==> config.mk <==
export PLATFORM = sky130hd
export DESIGN_NAME = pitch_to_note_fine_flat
export DESIGN_NICKNAME = d
export VERILOG_FILES = /design/src/rtl/ptn_pkg.sv /design/src/rtl/ptn_if.sv /design/src/rtl/ptn_scan.sv /design/src/rtl/pitch_to_note_fine.sv /design/src/flat_wrapper.sv
export SDC_FILE = /design/constraint.sdc
export NUM_CORES = 1
export LEC_CHECK = 0
export BUFFER_PORTS_ARGS = -buffer_cell sky130_fd_sc_hd__buf_2
export CORE_MARGIN = 4
export CORE_UTILIZATION = 60
export DETAILED_ROUTE_END_ITERATION = 6
export PLACE_DENSITY = 0.79
export SYNTH_ARGS = -nofsm -noshare
export SYNTH_HDL_FRONTEND = slang
export SYNTH_SLANG_ARGS = --single-unit
==> constraint.sdc <==
create_clock -name clk -period 11.6 [get_ports clk]
set_input_delay 2.32 -clock clk [delete_from_list [all_inputs] [get_ports clk]]
set_output_delay 2.32 -clock clk [all_outputs]
set_load 0.005 [all_outputs]
==> src/rtl/ptn_pkg.sv <==
// Package for the pitch-to-note converter: scale constants, sequencer state
// types and the result struct passed from the slot scanner to the top level.
// No dependencies.
`default_nettype none

package ptn_pkg;

  localparam int unsigned PITCH_W   = 16;
  localparam int unsigned OCT_W     = 4;
  localparam int unsigned SCALE_W   = 14;
  localparam int unsigned RATIO_W   = 13;
  localparam int unsigned PROD_W    = SCALE_W + RATIO_W;
  localparam int unsigned ACC_W     = 30;
  localparam int unsigned CMP_W     = ACC_W - 12;
  localparam int unsigned STEP_W    = 6;
  localparam int unsigned SUB_W     = 5;
  localparam int unsigned INDEX_W   = STEP_W + SUB_W;

  localparam logic [SCALE_W-1:0] SCALE_ONE   = 14'h1000;
  localparam logic [RATIO_W-1:0] SCALE_RATIO = 13'h103B;
  localparam logic [STEP_W-1:0]  LAST_STEP   = 6'd47;
  localparam logic [SUB_W-1:0]   LAST_SUB    = 5'd31;
  localparam logic [INDEX_W-1:0] NO_MATCH    = 11'd1536;
  localparam logic [9:0]         NOTE_BIAS   = 10'd144;
  localparam logic [9:0]         SEMIS_PER_OCT = 10'd12;

  typedef enum logic [2:0] {
    SC_IDLE,
    SC_MUL,
    SC_SETUP,
    SC_SUB,
    SC_DONE
  } scan_state_t;

  typedef enum logic [1:0] {
    TP_IDLE,
    TP_RUN,
    TP_HOLD
  } top_state_t;

  typedef struct packed {
    logic               done;
    logic [INDEX_W-1:0] index;
    logic [OCT_W-1:0]   octave;
  } scan_res_t;

endpackage

`default_nettype wire

==> src/rtl/ptn_if.sv <==
// Valid/ready channel interfaces for the pitch-to-note converter.
// Depends on nothing; used by the top level and its environment.
`default_nettype none

interface ptn_req_if;
  logic        valid;
  logic        ready;
  logic [15:0] pitch;
  logic [7:0]  center_note;
  logic [7:0]  center_fine;

  modport source (output valid, pitch, center_note, center_fine, input ready);
  modport sink   (input valid, pitch, center_note, center_fine, output ready);
endinterface

interface ptn_rsp_if;
  logic              valid;
  logic              ready;
  logic [31:0]       packed_result;
  logic signed [9:0] note_value;
  logic [8:0]        fine_value;

  modport source (output valid, packed_result, note_value, fine_value, input ready);
  modport sink   (input valid, packed_result, note_value, fine_value, output ready);
endinterface

`default_nettype wire

==> src/rtl/ptn_scan.sv <==
// Slot scanner: finds the octave of the pitch, then walks 48 scale steps of
// 32 sub-slots each with one multiplier and one adder/comparator.
// Depends on ptn_pkg.
`default_nettype none

module ptn_scan import ptn_pkg::*; (
  input  wire logic               clk,
  input  wire logic               rst,
  input  wire logic               start,
  input  wire logic [PITCH_W-1:0] pitch,
  output scan_res_t               res
);

  scan_state_t         state, state_next;
  logic [PITCH_W-1:0]  p;
  logic [OCT_W-1:0]    octave;
  logic [SCALE_W-1:0]  scale;
  logic [PROD_W-1:0]   prod;
  logic [ACC_W-1:0]    inc;
  logic [ACC_W-1:0]    acc;
  logic [STEP_W-1:0]   step;
  logic [SUB_W-1:0]    sub;
  logic [INDEX_W-1:0]  index;

  logic [OCT_W-1:0]    top_bit;
  logic [SCALE_W-1:0]  scale_new;
  logic [SCALE_W-1:0]  scale_diff;
  logic [ACC_W-1:0]    sum;
  logic [CMP_W-1:0]    lo;
  logic [CMP_W-1:0]    hi;
  logic [CMP_W-1:0]    p_ext;
  logic                match;

  // highest set bit; zero pitch gives bit 0
  always_comb begin
    top_bit = '0;
    for (int b = 0; b < PITCH_W; b++) begin
      if (pitch[b]) top_bit = OCT_W'(b);
    end
  end

  assign scale_new  = prod[PROD_W-2 -: SCALE_W];
  assign scale_diff = scale_new - scale;
  assign sum        = acc + inc;
  assign lo         = acc[ACC_W-1 -: CMP_W];
  assign hi         = sum[ACC_W-1 -: CMP_W];
  assign p_ext      = CMP_W'(p);
  assign match      = (p_ext >= lo) && (p_ext < hi);

  always_comb begin
    state_next = state;
    unique case (state)
      SC_IDLE:  if (start) state_next = SC_MUL;
      SC_MUL:   state_next = SC_SETUP;
      SC_SETUP: state_next = SC_SUB;
      SC_SUB: begin
        if (match) state_next = SC_DONE;
        else if (sub == LAST_SUB) begin
          state_next = (step == LAST_STEP) ? SC_DONE : SC_MUL;
        end
      end
      SC_DONE:  state_next = SC_IDLE;
      default:  state_next = SC_IDLE;
    endcase
  end

  always_comb begin
    res.done   = (state == SC_DONE);
    res.index  = index;
    res.octave = octave;
  end

  always_ff @(posedge clk) begin
    if (rst) begin
      state <= SC_IDLE;
    end else begin
      state <= state_next;
    end
  end

  always_ff @(posedge clk) begin
    case (state)
      SC_IDLE: begin
        if (start) begin
          p      <= pitch;
          octave <= top_bit;
          scale  <= SCALE_ONE;
          step   <= '0;
          index  <= NO_MATCH;
        end
      end
      SC_MUL: begin
        prod <= PROD_W'(scale) * PROD_W'(SCALE_RATIO);
      end
      SC_SETUP: begin
        // bounds of one step are scale << octave; slot width is the gap / 32
        acc   <= ACC_W'(scale) << octave;
        inc   <= (ACC_W'(scale_diff) << octave) >> SUB_W;
        scale <= scale_new;
        sub   <= '0;
      end
      SC_SUB: begin
        if (match) begin
          index <= {step, sub};
        end else begin
          acc <= sum;
          sub <= sub + 1'b1;
          if (sub == LAST_SUB) step <= step + 1'b1;
        end
      end
      default: ;
    endcase
  end

endmodule

`default_nettype wire

==> src/rtl/pitch_to_note_fine.sv <==
// Pitch-to-note converter, top level: input capture, scanner control,
// note/fine arithmetic and output register.
// Depends on ptn_pkg, ptn_req_if, ptn_rsp_if and ptn_scan.
//
// Usage:
//   req carries pitch, center_note and center_fine; an item is taken when
//   req.valid and req.ready are both high. rsp carries packed_result,
//   note_value and fine_value under the same valid/ready rule.
//   One item is converted at a time. req.ready is high only while no
//   conversion runs. From accept to rsp.valid a conversion passes a scale
//   multiply and a slot setup for each scale step entered, one compare per
//   slot until a slot matches or all slots are walked, then the done flag.
//   The next item can be taken in the same cycle in which rsp.valid rises;
//   the slot walk on the single adder/comparator sets the spacing of items.
//   The result sits in an output register, so a new item can be accepted
//   while an earlier result still waits for rsp.ready. If the receiver
//   stalls and the register is still full when the next conversion ends,
//   that conversion waits and req.ready stays low until it is moved out.
//   Synchronous reset (rst) empties the output register and returns both
//   sequencers to idle; no clearing pass is needed.
`default_nettype none

module pitch_to_note_fine import ptn_pkg::*; (
  input  wire logic clk,
  input  wire logic rst,
  ptn_req_if.sink   req,
  ptn_rsp_if.source rsp
);

  top_state_t        state, state_next;
  logic [7:0]        cn;
  logic [7:0]        cf;
  logic              out_valid;
  logic [31:0]       out_packed;
  logic signed [9:0] out_note;
  logic [8:0]        out_fine;

  logic              accept;
  logic              load;
  logic              out_free;
  scan_res_t         scan_res;
  logic [9:0]        note_calc;
  logic [8:0]        fine_calc;
  logic [31:0]       packed_calc;

  ptn_scan u_scan (
    .clk   (clk),
    .rst   (rst),
    .start (accept),
    .pitch (req.pitch),
    .res   (scan_res)
  );

  assign out_free = !out_valid || rsp.ready;

  always_comb begin
    state_next = state;
    unique case (state)
      TP_IDLE: if (accept) state_next = TP_RUN;
      TP_RUN: begin
        if (scan_res.done) state_next = out_free ? TP_IDLE : TP_HOLD;
      end
      TP_HOLD: if (out_free) state_next = TP_IDLE;
      default: state_next = TP_IDLE;
    endcase
  end

  always_comb begin
    req.ready = (state == TP_IDLE);
    accept    = req.valid && (state == TP_IDLE);
    unique case (state)
      TP_RUN:  load = scan_res.done && out_free;
      TP_HOLD: load = out_free;
      default: load = 1'b0;
    endcase
  end

  // scanner holds index and octave until its next start
  assign note_calc = 10'(cn) + 10'(scan_res.index[INDEX_W-1:7])
                   + 10'(scan_res.octave) * SEMIS_PER_OCT - NOTE_BIAS;
  assign fine_calc = 9'(cf) + 9'(scan_res.index[6:0]);
  assign packed_calc = ({{22{note_calc[9]}}, note_calc} << 8) | 32'(fine_calc);

  assign rsp.valid         = out_valid;
  assign rsp.packed_result = out_packed;
  assign rsp.note_value    = out_note;
  assign rsp.fine_value    = out_fine;

  always_ff @(posedge clk) begin
    if (rst) begin
      state     <= TP_IDLE;
      out_valid <= 1'b0;
    end else begin
      state <= state_next;
      if (load) out_valid <= 1'b1;
      else if (rsp.ready) out_valid <= 1'b0;
    end
  end

  always_ff @(posedge clk) begin
    if (accept) begin
      cn <= req.center_note;
      cf <= req.center_fine;
    end
    if (load) begin
      out_packed <= packed_calc;
      out_note   <= note_calc;
      out_fine   <= fine_calc;
    end
  end

endmodule

`default_nettype wire

==> src/flat_wrapper.sv <==
// flat-port wrapper written by rule: the top's interface ports become plain ports
module pitch_to_note_fine_flat import ptn_pkg::*;
  (clk, rst, req_valid, req_pitch, req_center_note, req_center_fine, req_ready, rsp_valid, rsp_packed_result, rsp_note_value, rsp_fine_value, rsp_ready);
  ptn_req_if req_i ();
  ptn_rsp_if rsp_i ();
  input  wire logic clk;
  input  wire logic rst;
  input wire logic [$bits(req_i.valid)-1:0] req_valid;
  input wire logic [$bits(req_i.pitch)-1:0] req_pitch;
  input wire logic [$bits(req_i.center_note)-1:0] req_center_note;
  input wire logic [$bits(req_i.center_fine)-1:0] req_center_fine;
  output wire logic [$bits(req_i.ready)-1:0] req_ready;
  output wire logic [$bits(rsp_i.valid)-1:0] rsp_valid;
  output wire logic [$bits(rsp_i.packed_result)-1:0] rsp_packed_result;
  output wire logic [$bits(rsp_i.note_value)-1:0] rsp_note_value;
  output wire logic [$bits(rsp_i.fine_value)-1:0] rsp_fine_value;
  input wire logic [$bits(rsp_i.ready)-1:0] rsp_ready;
  assign req_i.valid = req_valid;
  assign req_i.pitch = req_pitch;
  assign req_i.center_note = req_center_note;
  assign req_i.center_fine = req_center_fine;
  assign req_ready = req_i.ready;
  assign rsp_valid = rsp_i.valid;
  assign rsp_packed_result = rsp_i.packed_result;
  assign rsp_note_value = rsp_i.note_value;
  assign rsp_fine_value = rsp_i.fine_value;
  assign rsp_i.ready = rsp_ready;
  pitch_to_note_fine u_core (.clk(clk), .rst(rst), .req(req_i), .rsp(rsp_i));
endmodule
### Word level (Yosys, flattened, before mapping)

Cells that the tools add are included.

* word-level logic and storage cells: 112
* bits in writable memories: 0
* bits in latches: 0
* bits of input ports: 36
* ROM bits: 0
* memories kept: 0
* bits in registers: 210
* output and inout bits: 53

* add/sub/neg operators: 8
* divide/modulo/power cells: 0
* magnitude comparators: 2
* bitwise logic cells: 1
* multipliers: 2
* shift-type cells: 2
* reduce and logical (&&, ||, !) cells: 21
* equality and inequality tests: 16
* multiplexer cells: 40

Operators by type and width (count)
* $pmux 30 s2: 1
* $shl 14x4->30: 2
* $or 32x9->32: 1
* $add 30x25->30: 1
* $mux 30: 1
* $pmux 14 s2: 1
* $mul 14x13->26 const B: 1
* $mux 3: 8
* $mux 11: 2
* $pmux 11 s2: 1
* $mux 4: 5
* $ge 16x18->1: 1
* $lt 16x18->1: 1
* $mux 6: 3
* $mux 14: 1
* $mux 2: 7
* $sub 14x14->14: 1
* $pmux 3 s4: 1
* $pmux 6 s2: 1
* $add 10x8->10: 1
* $pmux 5 s2: 1
* $sub 10x8->10 const B: 1
* $add 8x4->9: 1
* $add 8x7->9: 1
* other kinds (29): 47

### Depth between registers and ports, before layout

Gate-level depths: netlist (run 1).

* word-level depth: 14
* gate-level depth with buffers: 21

### Hierarchy

From an unflattened synthesis (run 1), not the netlist that was laid out.

* cell total of the unflattened synthesis: 1411
* area, all modules: 13975.9 um^2

By module, submodules not included
* ptn_scan: instances 1, cells an instance 1206, area an instance 11566.1 um^2, sequential area each 3783.6 um^2
* pitch_to_note_fine: instances 1, cells an instance 205, area an instance 2409.8 um^2, sequential area each 1141.1 um^2

### Least setup slack after synthesis (run 1)

No wires, ideal clock.

* path type: register to register
* start: reg u_core.u_scan.inc[0]
* end: reg u_core.u_scan.index[0] (enable)
* setup time: 394 ps
* arrival time: 4502 ps
* slack: 6704 ps
* data required time: 11206 ps
* cell stages (with the launch flop): 22
* cell sequence: edfxtp_1 ha_1 inv_1 fa_1 and2b_1 o31a_1 o21ai_0 a31o_2 o21ai_2 a21oi_1 o21ai_0 a21oi_1 xnor2_1 ha_1 nand2_1 nor2_1 a221oi_1 o21ai_0 a21oi_1 o21ai_0 a211o_2 o21ai_0

* cells in the longest elaborated chain, start to end: 5

Ends and longest elaborated chain
* start, declared: line ptn_scan.sv:19 `logic [ACC_W-1:0] inc;`
* start signal, assigned: line ptn_scan.sv:98 `inc <= (ACC_W'(scale_diff) << octave) >> SUB_W;`
* $add 30x25->30: line ptn_scan.sv:44 `assign sum = acc + inc;`
* $lt 16x18->1: line ptn_scan.sv:48 `assign match = (p_ext >= lo) && (p_ext < hi);`
* $logic_and 1x1->1: line ptn_scan.sv:48
* $ne 2x2->1 (no line)
* $reduce_and 3->1 (no line)
* end signal, assigned: line ptn_scan.sv:104 `index <= {step, sub};`
* end, declared: line ptn_scan.sv:23 `logic [INDEX_W-1:0] index;`

No other way between the ends.
A chain may end at the register's enable or synchronous reset.

### Final worst setup path (run 1)

* start: reg u_core.u_scan.scale[10]
* end: reg u_core.u_scan.prod[21] (data pin)

* cells in the longest elaborated chain, start to end: 1

Ends and longest elaborated chain
* start, declared: line ptn_scan.sv:17 `logic [SCALE_W-1:0] scale;`
* start signal, assigned: line ptn_scan.sv:99 `scale <= scale_new;`
* $mul 14x13->26: line ptn_scan.sv:93 `prod <= PROD_W'(scale) * PROD_W'(SCALE_RATIO);`
* end signal, assigned: line ptn_scan.sv:93
* end, declared: line ptn_scan.sv:18 `logic [PROD_W-1:0] prod;`

No other way between the ends.

==> metrics, run 1 <==
Max clock buf depth 2; Rows between 50 and 60; # diodes 0; Global Route Usage Sum 0.242; DRC violations left 0; H-Tree Level Count 4; number of global-route vias before repair slightly below 10k; postcts setup bufs 0; DRT Pass-1 Iters 5; crit-path max FO 8; worst stage delay on the critical path between 0.5 and 0.6 ns; clock root cell clkbuf_16; Worst Path Required roughly 12 ns; # setup viols final 0; status complete, no violations; Place WS between 6 and 7 ns; RSZ-0062 raised after global routing false; critical path launch point type flip-flop; Seq cells post-synth ~170; clk_lat worst skew 0.45 ns; drt total wl roughly 30000 µm; Min-Delay Path Class flip-flop to flip-flop; ys flop type edfxtp_1; minimum clock period between 5 and 6 ns; reg2reg start u_core.u_scan.scale[10]$_SDFFCE_PN0P_; ranking of synthesized cells by area edfxtp_1 (35%), ha_1 (17%), fa_1 (6.7%); Clock Skews between 0.015 and 0.02 ns; Seq/Total Area, Yosys 0.359; WP buf/inv 4; Crit-path slowest cell a2111oi_1; Peak Freq 187 MHz; cts hold-fix bufs 0; Placer Congestion 0.885; clock sink count 166; Slew @ Worst Pin ~1.1 ns; initial antenna violation count 0; P&R area growth vs syn 7.93%; clock slew at reported path FFs 0.08 ns; Post-synth EDFFs 160; Yosys top cell area share 0.350; CP arrival ~5.6 ns; Via density around 6; Async SR Flop Fraction 0; syn nets ~1.6k; CP Depth 19; crit path launch u_core.u_scan.scale[10]$_SDFFCE_PN0P_; Synth Warn # 0; Chip Width 159 µm; Setup crit end kind flip-flop; Max-Slew Margin vs Limit 0.256; via count 10.1k; Resized cells post-CTS 0; post-synthesis cell type with the largest combined area edfxtp_1; total grt overflow 0; synth cell count leaders ha_1 (183), inv_1 (171), edfxtp_1 (160), nor2_1 (92), a21oi_1 (80); first-iteration detailed-routing DRC count roughly 800; setup slack after layout between 6 and 7 ns; Synth cell types 80; max-slew violations 0; Port Buf Inserts 88; Critical Path Sink u_core.u_scan.prod[21]$_DFFE_PP_; Final Hold Viols 0; die area about 25000 µm²; CP dominant cell by count inv_1; count leader, synth ha_1; largest net degree at the start of global routing between 40 and 50; synthesized area ~14000 µm²; final-stage net count about 1.7k; antenna-violating nets left 0; Syn Area/Cell a little over 10 µm²; Post-Layout Cell Count approximately 1.7k; die height roughly 160 µm; Setup TNS 0 ns; worst reg2reg endpoint u_core.u_scan.prod[21]$_DFFE_PP_; Placeable Area between 20000 and 25000 µm²; wire length of the first global-routing pass between 50000 and 60000 µm; crit-path leading delay family adder cells; Initial Utilization 0.608; R2R depth 19; Max-Cap Viols 0; Post-Syn Instances ~1.4k; CTS Buf Count 17; share of post-route cells with drive strength above 1 0.122; placed insts between 1.5k and 2k; I/O Pins 89; post-DP HPWL around 24000 µm; WS Path Type flip-flop to flip-flop; CTS tree built; setup slack, reg-to-reg 6.25 ns; hold wc startpoint u_core.state[0]$_SDFFE_PP0P_; post-DR wirelength/cell approximately 18 µm; CP Cell Sequence ha_1, inv_1, fa_1, inv_1, fa_1, ha_1, inv_1, fa_1, inv_1, ha_1, nand4_1, or2_2, o211ai_1, a41oi_1, a2111oi_1, o21ai_0, nand2b_1, a21o_1, xor2_1; final critical-path share of the clock period 0.461
==> layout by cell type (no fill, tap or decap), types with 22 or more instances in the layout <==
master	instances
a21oi_1	80
and2_1	23
buf_2	88
edfxtp_1	160
fa_1	46
ha_1	183
inv_1	171
mux2i_1	30
nand2_1	77
nand3_1	22
nor2_1	91
o21ai_0	68
xnor2_1	46
xor2_1	24
==> worst reg2reg max path, cell delays in order, from the launching register on <==
cell and delay, ns:
edfxtp_1 0.55, ha_1 0.36, inv_1 0.05, fa_1 0.51, inv_1 0.06, fa_1 0.46
ha_1 0.30, inv_1 0.06, fa_1 0.53, inv_1 0.05, ha_1 0.31, nand4_1 0.12
or2_2 0.28, o211ai_1 0.15, a41oi_1 0.22, a2111oi_1 0.59, o21ai_0 0.18, nand2b_1 0.14
a21o_1 0.14, xor2_1 0.06
==> stage by stage <==
stage / area (µm²) / util / hold WS (ns)
final: 14800 / 0.656 / 0.559
after floorplan: 13700 / - / 0.490
after detailed placement: 14200 / 0.628 / 0.535
after global placement: 14200 / 0.628 / 0.523
after global routing: 14800 / 0.656 / 0.588
after CTS: 14800 / 0.656 / 0.557
==> cell families (layout without fill, tap and decap cells) <==
kind of cell             after synthesis  count (layout)  synth area share
AO/OA/AOI/OAI                        289             289             0.137
XOR/XNOR                              70              70            0.0447
adder cells (fa/ha/maj)              229             229             0.234
buffers and inverters                240             300            0.0771
flip-flops                           166             166             0.359
multiplexers                          45              45            0.0350
AND/OR/NAND/NOR                      319             319             0.114
==> how the worst min path moves through the flow <==
stage | end | cells past startpoint
after global routing | u_core.state[0]$_SDFFE_PP0P_ | 2
final | u_core.state[0]$_SDFFE_PP0P_ | 2
after detailed placement | u_core.state[0]$_SDFFE_PP0P_ | 2
after floorplan | u_core.state[0]$_SDFFE_PP0P_ | 2
after CTS | u_core.state[0]$_SDFFE_PP0P_ | 2
after global placement | u_core.state[0]$_SDFFE_PP0P_ | 2
==> registers in the layout (all words and copies together) (netlist names), 3 cells and up <==
signal / count
u_core.cf: 8
u_core.u_scan.sub: 5
u_core.u_scan.state: 3
u_core.u_scan.octave: 4
u_core.cn: 8
u_core.u_scan.p: 16
u_core.u_scan.step: 6
u_core.u_scan.scale: 14
u_core.u_scan.acc: 30
u_core.rsp.fine_value: 9
u_core.rsp.note_value: 9
u_core.u_scan.inc: 24
u_core.u_scan.prod: 14
u_core.u_scan.index: 11
==> metal layers <==
metal	vias to the layer above	part of all wire	track usage
li1	4878	-	-
met1	4836	0.43	0.316
met2	283	0.51	0.423
met3	63	0.042	0.0337
met4	0	0.021	0.0730
met5	-	0	0
==> cell type report <==
cell class	instances	area, µm²
fill	1746	7760
multi-input combinational	952	7750
sequential	166	4920
inverter	172	646
timing repair buffer	96	500
clock buffer	17	425
tap	285	357
clock inverter	15	209
Power of run 1 is not shown: default switching activity piles up to over one toggle a cycle in this logic, so the estimate is an artifact.
==> inputs of run 2 (changes only) <==
Settings changed: ABC_AREA set to 1, CORE_UTILIZATION 60 to 57.
Clock period 11.6 ns to 4.4 ns, I/O delays scaled along.
==> run 2 against run 1 <==
The run now ends with setup timing left. Via count is 13% higher. Die area rose by 6.8%. Worst setup slack got worse by 6.4 ns. Clock skew is 0.0027 ns higher. Register-to-register slack got worse by 6.4 ns. Critical path type unchanged. Highest routed layer unchanged. Utilization hardly changed. Non-clock buffer count increased by 58. Sequential cell count stayed put. First-iteration DRC count rose by 24%. Global-route usage grew 1.5 points.
==> metrics, run 2 <==
# diodes 0; max-slew violations 0; Chip Width 165 µm; biggest regs u_core.u_scan.acc x30, u_core.u_scan.inc x24, u_core.u_scan.p x16; max reg flops 30; count leader, synth nand2_1; Setup crit end kind flip-flop; Slew @ Worst Pin ~0.96 ns; CP arrival 4.80 ns; Setup TNS -0.628 ns; fin util 0.656; Reg with most FFs u_core.u_scan.acc; clock root cell clkbuf_16; post-DR wirelength/cell around 17 µm; die height 165 µm; Port Buf Inserts approximately 90; Via density 5.53; drt total wl around 35000 µm; Max-Cap Viols 0; Syn Area/Cell between 8 and 9 µm²; wire length of the first global-routing pass 55000 µm; share of post-route cells with drive strength above 1 0.160; I/O Pins 89; antenna-violating nets left 0; Synth Warn # 0; number of global-route vias before repair around 11k; Initial Utilization 0.576; die area ~27000 µm²; syn nets about 1.9k; post-synthesis cell type with the largest combined area edfxtp_1; DRT Pass-1 Iters 6; RSZ-0062 raised after global routing true; Seq cells post-synth around 170; # setup viols final 5; Peak Freq 217 MHz; leading cell type in the layout, fill and taps excluded nand2_1; WS Path Type flip-flop to flip-flop; first-iteration detailed-routing DRC count approximately 980; Seq/Total Area, Yosys 0.352; Placer Congestion about 1; Placeable Area approximately 24000 µm²; Synth cell types between 50 and 60; clk_lat worst skew roughly 0.45 ns; Clock Skews approximately 0.02 ns; DRC violations left 0; placed insts 2023; crit-path max FO 3; Final Hold Viols 0; commonest cells after routing, fill and taps aside nand2_1 (289), inv_1 (276), ha_1 (171); final critical-path share of the clock period 1.05; ranking of synthesized cells by area edfxtp_1 (34%), ha_1 (16%), nand2_1 (7.9%); Max-Slew Margin vs Limit 0.358; Post-Syn Instances approximately 1.6k; H-Tree Level Count 4; synthesized area 14000 µm²; clock slew at reported path FFs approximately 0.08 ns; initial antenna violation count 0; clock sink count around 170; worst reg2reg endpoint u_core.u_scan.prod[25]$_DFFE_PP_; Fillers about 1.9k; via count about 11k; failing checks setup timing; WHS Path Cells 2; post-DP HPWL between 20000 and 30000 µm; P&R area growth vs syn 13.8%; R2R depth 20; Hold EP u_core.state[0]$_SDFFE_PP0P_; Rows 57; synth cell count leaders nand2_1 (296), inv_1 (284), ha_1 (183), edfxtp_1 (160), nor2_1 (116); largest net degree at the start of global routing 46; Global Route Usage Sum 0.257; Worst Path Required ~4.6 ns; hold wc startpoint u_core.state[0]$_SDFFE_PP0P_; Max clock buf depth 2; critical path launch point type flip-flop; setup slack after layout -0.199 ns; setup slack, reg-to-reg -0.20 ns; reg2reg start u_core.u_scan.scale[10]$_SDFFCE_PN0P_; Yosys top cell area share 0.344; Post-Layout Cell Count about 2.1k; ys flop type edfxtp_1; CTS tree built; status finished, violations left; CTS Buf Count 17; total grt overflow 0; cts hold-fix bufs 0; minimum clock period about 4.6 ns; final-stage net count roughly 2k; Min-Delay Path Class flip-flop to flip-flop; Post-synth EDFFs 160; Async SR Flop Fraction 0
-- run 2: changes by cell type after synthesis, sizes merged, moves of 27 or more --
cell and delta:
nor2 +32, nand2 +227, nand3 +59, o21ai +29, xnor2 -27, inv +113
-- run 2: area by class of cell --
class | instances | area (µm²) | area share
Timing Repair Buffer | 154 | 968 | 0.0609
Inverter | 284 | 1070 | 0.0670
Multi-Input combinational cell | 1105 | 7900 | 0.497
Sequential cell | 166 | 4920 | 0.310
Tap cell | 324 | 405 | 0.0255
Clock buffer | 17 | 425 | 0.0267
Clock inverter | 15 | 214 | 0.0135
-- run 2: how the worst max path moves through the flow --
stage                                                     start                          endpoint  slack (ns)  depth (start not counted)
after floorplan           u_core.u_scan.scale[10]$_SDFFCE_PN0P_  u_core.u_scan.prod[25]$_DFFE_PP_       -0.02                         20
after global placement     u_core.u_scan.scale[8]$_SDFFCE_PN0P_  u_core.u_scan.prod[25]$_DFFE_PP_       -0.17                         22
after detailed placement   u_core.u_scan.scale[7]$_SDFFCE_PN0P_  u_core.u_scan.prod[25]$_DFFE_PP_       -0.25                         22
after CTS                  u_core.u_scan.scale[9]$_SDFFCE_PN0P_  u_core.u_scan.prod[25]$_DFFE_PP_       -0.19                         22
after global routing       u_core.u_scan.scale[8]$_SDFFCE_PN0P_  u_core.u_scan.prod[25]$_DFFE_PP_       -0.44                         22
final                     u_core.u_scan.scale[10]$_SDFFCE_PN0P_  u_core.u_scan.prod[25]$_DFFE_PP_       -0.20                         20
-- run 2: cell families (layout without fill, tap and decap cells) --
kind of cell,Yosys count,after routing,synth area share
muxes,7,7,0.00501
and+or+nand+nor,562,562,0.172
adders and majority gates,229,229,0.230
buffers and inverters,349,470,0.103
xor gates and xnor gates,57,57,0.0357
DFF,166,166,0.352
AOI/OAI and AO/OA,250,250,0.102
-- run 2: per-stage QoR --
step	hold WS [ns]	setup slack (ns)	instance area, µm²
finish	0.525	-0.199	15900
global route	0.541	-0.436	15900
CTS	0.522	-0.195	15700
detailed placement	0.515	-0.253	15000
global placement	0.500	-0.169	15000
floorplan	0.486	-0.0229	14000
-- run 2: routing by layer --
metal,part of all wire,global-route usage
met4,0.033,0.0896
met3,0.057,0.0364
met1,0.39,0.311
met2,0.51,0.468
met5,0,0
-- run 2: what timing repair did --
action,CTS,global route
endpoints found under the setup margin,9,65
endpoints found under the hold margin,0,0
resized for setup,18,30
buffers inserted,5,5
pin swaps,24,31
-- run 2: worst max-delay path, cell delays in order (launching register included) --
cell and delay [ns]:
edfxtp_1 0.43, ha_1 0.31, inv_1 0.05, fa_1 0.46, fa_1 0.51, inv_1 0.06
fa_1 0.49, fa_1 0.45, ha_4 0.30, inv_1 0.07, nor3_4 0.12, nand3_1 0.08
nand4_1 0.14, nand3_2 0.11, nand2_2 0.11, a21oi_4 0.07, o21ai_2 0.16, inv_1 0.07
nor2_2 0.14, nand2_2 0.08, xor2_1 0.15
Power of run 2 is left out for the same reason.
==> inputs of run 3 (changes only) <==
Settings changed: SETUP_SLACK_MARGIN set to 0.2.
==> run 3 against run 2 <==
Die area unchanged. Sequential share of layout area decreased by 0.33 points. Worst setup slack worse by 0.069 ns. First-iteration DRC count shrank 2.0%. Cell area is 1.1% higher. Critical endpoint unchanged. Clock skew decreased by 0.0063 ns. Utilization grew 0.71 points. Critical path depth stayed put. The flow still finishes with violations (setup timing). Worst hold slack improved by 0.013 ns. Sequential cell count unchanged. Maximum frequency shrank 1.5%.
==> metrics, run 3 (synthesis results as in run 2) <==
# diodes 0; leading cell type in the layout, fill and taps excluded nand2_1; Placer Congestion around 0.97; Clock Skews around 0.014 ns; Placeable Area approximately 24000 µm²; Port Buf Inserts 88; Hold EP u_core.state[0]$_SDFFE_PP0P_; first-iteration detailed-routing DRC count about 960; clock sink count approximately 170; WS Path Type flip-flop to flip-flop; antenna-violating nets left 0; clock root cell clkbuf_16; die height between 150 and 200 µm; crit-path max FO 3; cts hold-fix bufs 0; Slew @ Worst Pin approximately 1 ns; biggest regs u_core.u_scan.acc x30, u_core.u_scan.inc x24, u_core.u_scan.p x16; Peak Freq ~210 MHz; post-DR wirelength/cell 16.7 µm; fin util 0.663; wire length of the first global-routing pass ~54000 µm; Setup crit end kind flip-flop; commonest cells after routing, fill and taps aside nand2_1 (287), inv_1 (270), ha_1 (170); CTS tree built; number of global-route vias before repair around 11k; status finished, violations left; Global Route Usage Sum 0.255; R2R depth 20; Via density 5.48; hold wc startpoint u_core.state[0]$_SDFFE_PP0P_; Min-Delay Path Class flip-flop to flip-flop; max reg flops 30; DRT Pass-1 Iters 5; Max clock buf depth 2; Fillers between 1.5k and 2k; I/O Pins 89; # setup viols final 5; total grt overflow 0; die area around 27000 µm²; H-Tree Level Count 4; clk_lat worst skew 0.44 ns; critical path launch point type flip-flop; Chip Width between 150 and 200 µm; CTS Buf Count 17; P&R area growth vs syn 15.0%; Reg with most FFs u_core.u_scan.acc; setup slack after layout -0.268 ns; Setup TNS -0.951 ns; multi-input gate area in the final layout 8000 µm²; setup slack, reg-to-reg -0.27 ns; Max-Cap Viols 0; Worst Path Required 4.60 ns; via count 11.4k; final critical-path share of the clock period 1.06; Reg area roughly 4900 µm²; Final Hold Viols 0; worst reg2reg endpoint u_core.u_scan.prod[25]$_DFFE_PP_; Max-Slew Margin vs Limit 0.340; largest net degree at the start of global routing 46; post-DP HPWL ~27000 µm; max-slew violations 0; RSZ-0062 raised after global routing true; DRC violations left 0; clock slew at reported path FFs roughly 0.080 ns; final-stage net count around 2.0k; minimum clock period roughly 4.7 ns; drt total wl roughly 35000 µm; Rows between 50 and 60; Initial Utilization 0.576; reg2reg start u_core.u_scan.scale[10]$_SDFFCE_PN0P_; Place WS -0.242 ns; failing checks setup timing; initial antenna violation count 0; CP arrival approximately 4.9 ns; share of post-route cells with drive strength above 1 0.173; WHS Path Cells 2
==> run 3: cell types whose count changed in the layout (fill, tap and decap cells not counted), sizes merged <==
cell,delta
buf,+5
clkbuf,+1
==> run 3: critical path: stages (launching register included) <==
cell and delay (ns):
edfxtp_1 0.44, ha_1 0.31, inv_1 0.05, fa_1 0.46
fa_1 0.50, inv_1 0.05, fa_1 0.51, fa_1 0.46
ha_4 0.32, inv_4 0.04, nor3_4 0.20, nand3_1 0.12
nand4_1 0.15, nand3_1 0.11, nand2_2 0.11, a21oi_4 0.07
o21ai_2 0.16, inv_1 0.07, nor2_2 0.11, nand2_1 0.07
xor2_1 0.14
==> run 3: per-stage QoR <==
step	cell area, µm²	hold WS, ns	instances
after global routing	16100	0.562	2071
after CTS	15800	0.538	2063
after global placement	15000	0.498	2019
after detailed placement	15000	0.531	2019
after floorplan	14100	0.486	1620
final	16100	0.538	2071
==> run 3: final cells by class <==
| type | count | area share |
|---|---|---|
| Inverter | 284 | 0.0665 |
| Tap cell | 324 | 0.0252 |
| Timing Repair Buffer | 160 | 0.0651 |
| Clock inverter | 15 | 0.0132 |
| Sequential cell | 166 | 0.306 |
| Clock buffer | 17 | 0.0265 |
| Multi-Input combinational cell | 1105 | 0.497 |
==> run 3: worst max-delay path by stage <==
stage                                             endpoint                             startpoint
final                     u_core.u_scan.prod[25]$_DFFE_PP_  u_core.u_scan.scale[10]$_SDFFCE_PN0P_
after global routing      u_core.u_scan.prod[25]$_DFFE_PP_   u_core.u_scan.scale[8]$_SDFFCE_PN0P_
after CTS                 u_core.u_scan.prod[25]$_DFFE_PP_  u_core.u_scan.scale[10]$_SDFFCE_PN0P_
after detailed placement  u_core.u_scan.prod[25]$_DFFE_PP_   u_core.u_scan.scale[8]$_SDFFCE_PN0P_
after global placement    u_core.u_scan.prod[25]$_DFFE_PP_  u_core.u_scan.scale[10]$_SDFFCE_PN0P_
after floorplan           u_core.u_scan.prod[25]$_DFFE_PP_  u_core.u_scan.scale[10]$_SDFFCE_PN0P_
==> run 3: per-layer routing <==
layer / track usage / vias up / part of all wire
met5: 0 / - / 0
met4: 0.113 / 0 / 0.042
met3: 0.0359 / 97 / 0.057
met2: 0.450 / 371 / 0.50
met1: 0.310 / 5319 / 0.40
li1: - / 5572 / -
==> run 3: repair_timing <==
item | 4_1_cts | 5_1_grt
endpoints found under the hold margin | 0 | 0
resized for setup | 30 | 41
endpoints found under the setup margin | 58 | 68
buffers inserted | 12 | 7
cloned | 0 | 1
pin swaps | 29 | 7
Power of run 3 is left out for the same reason.
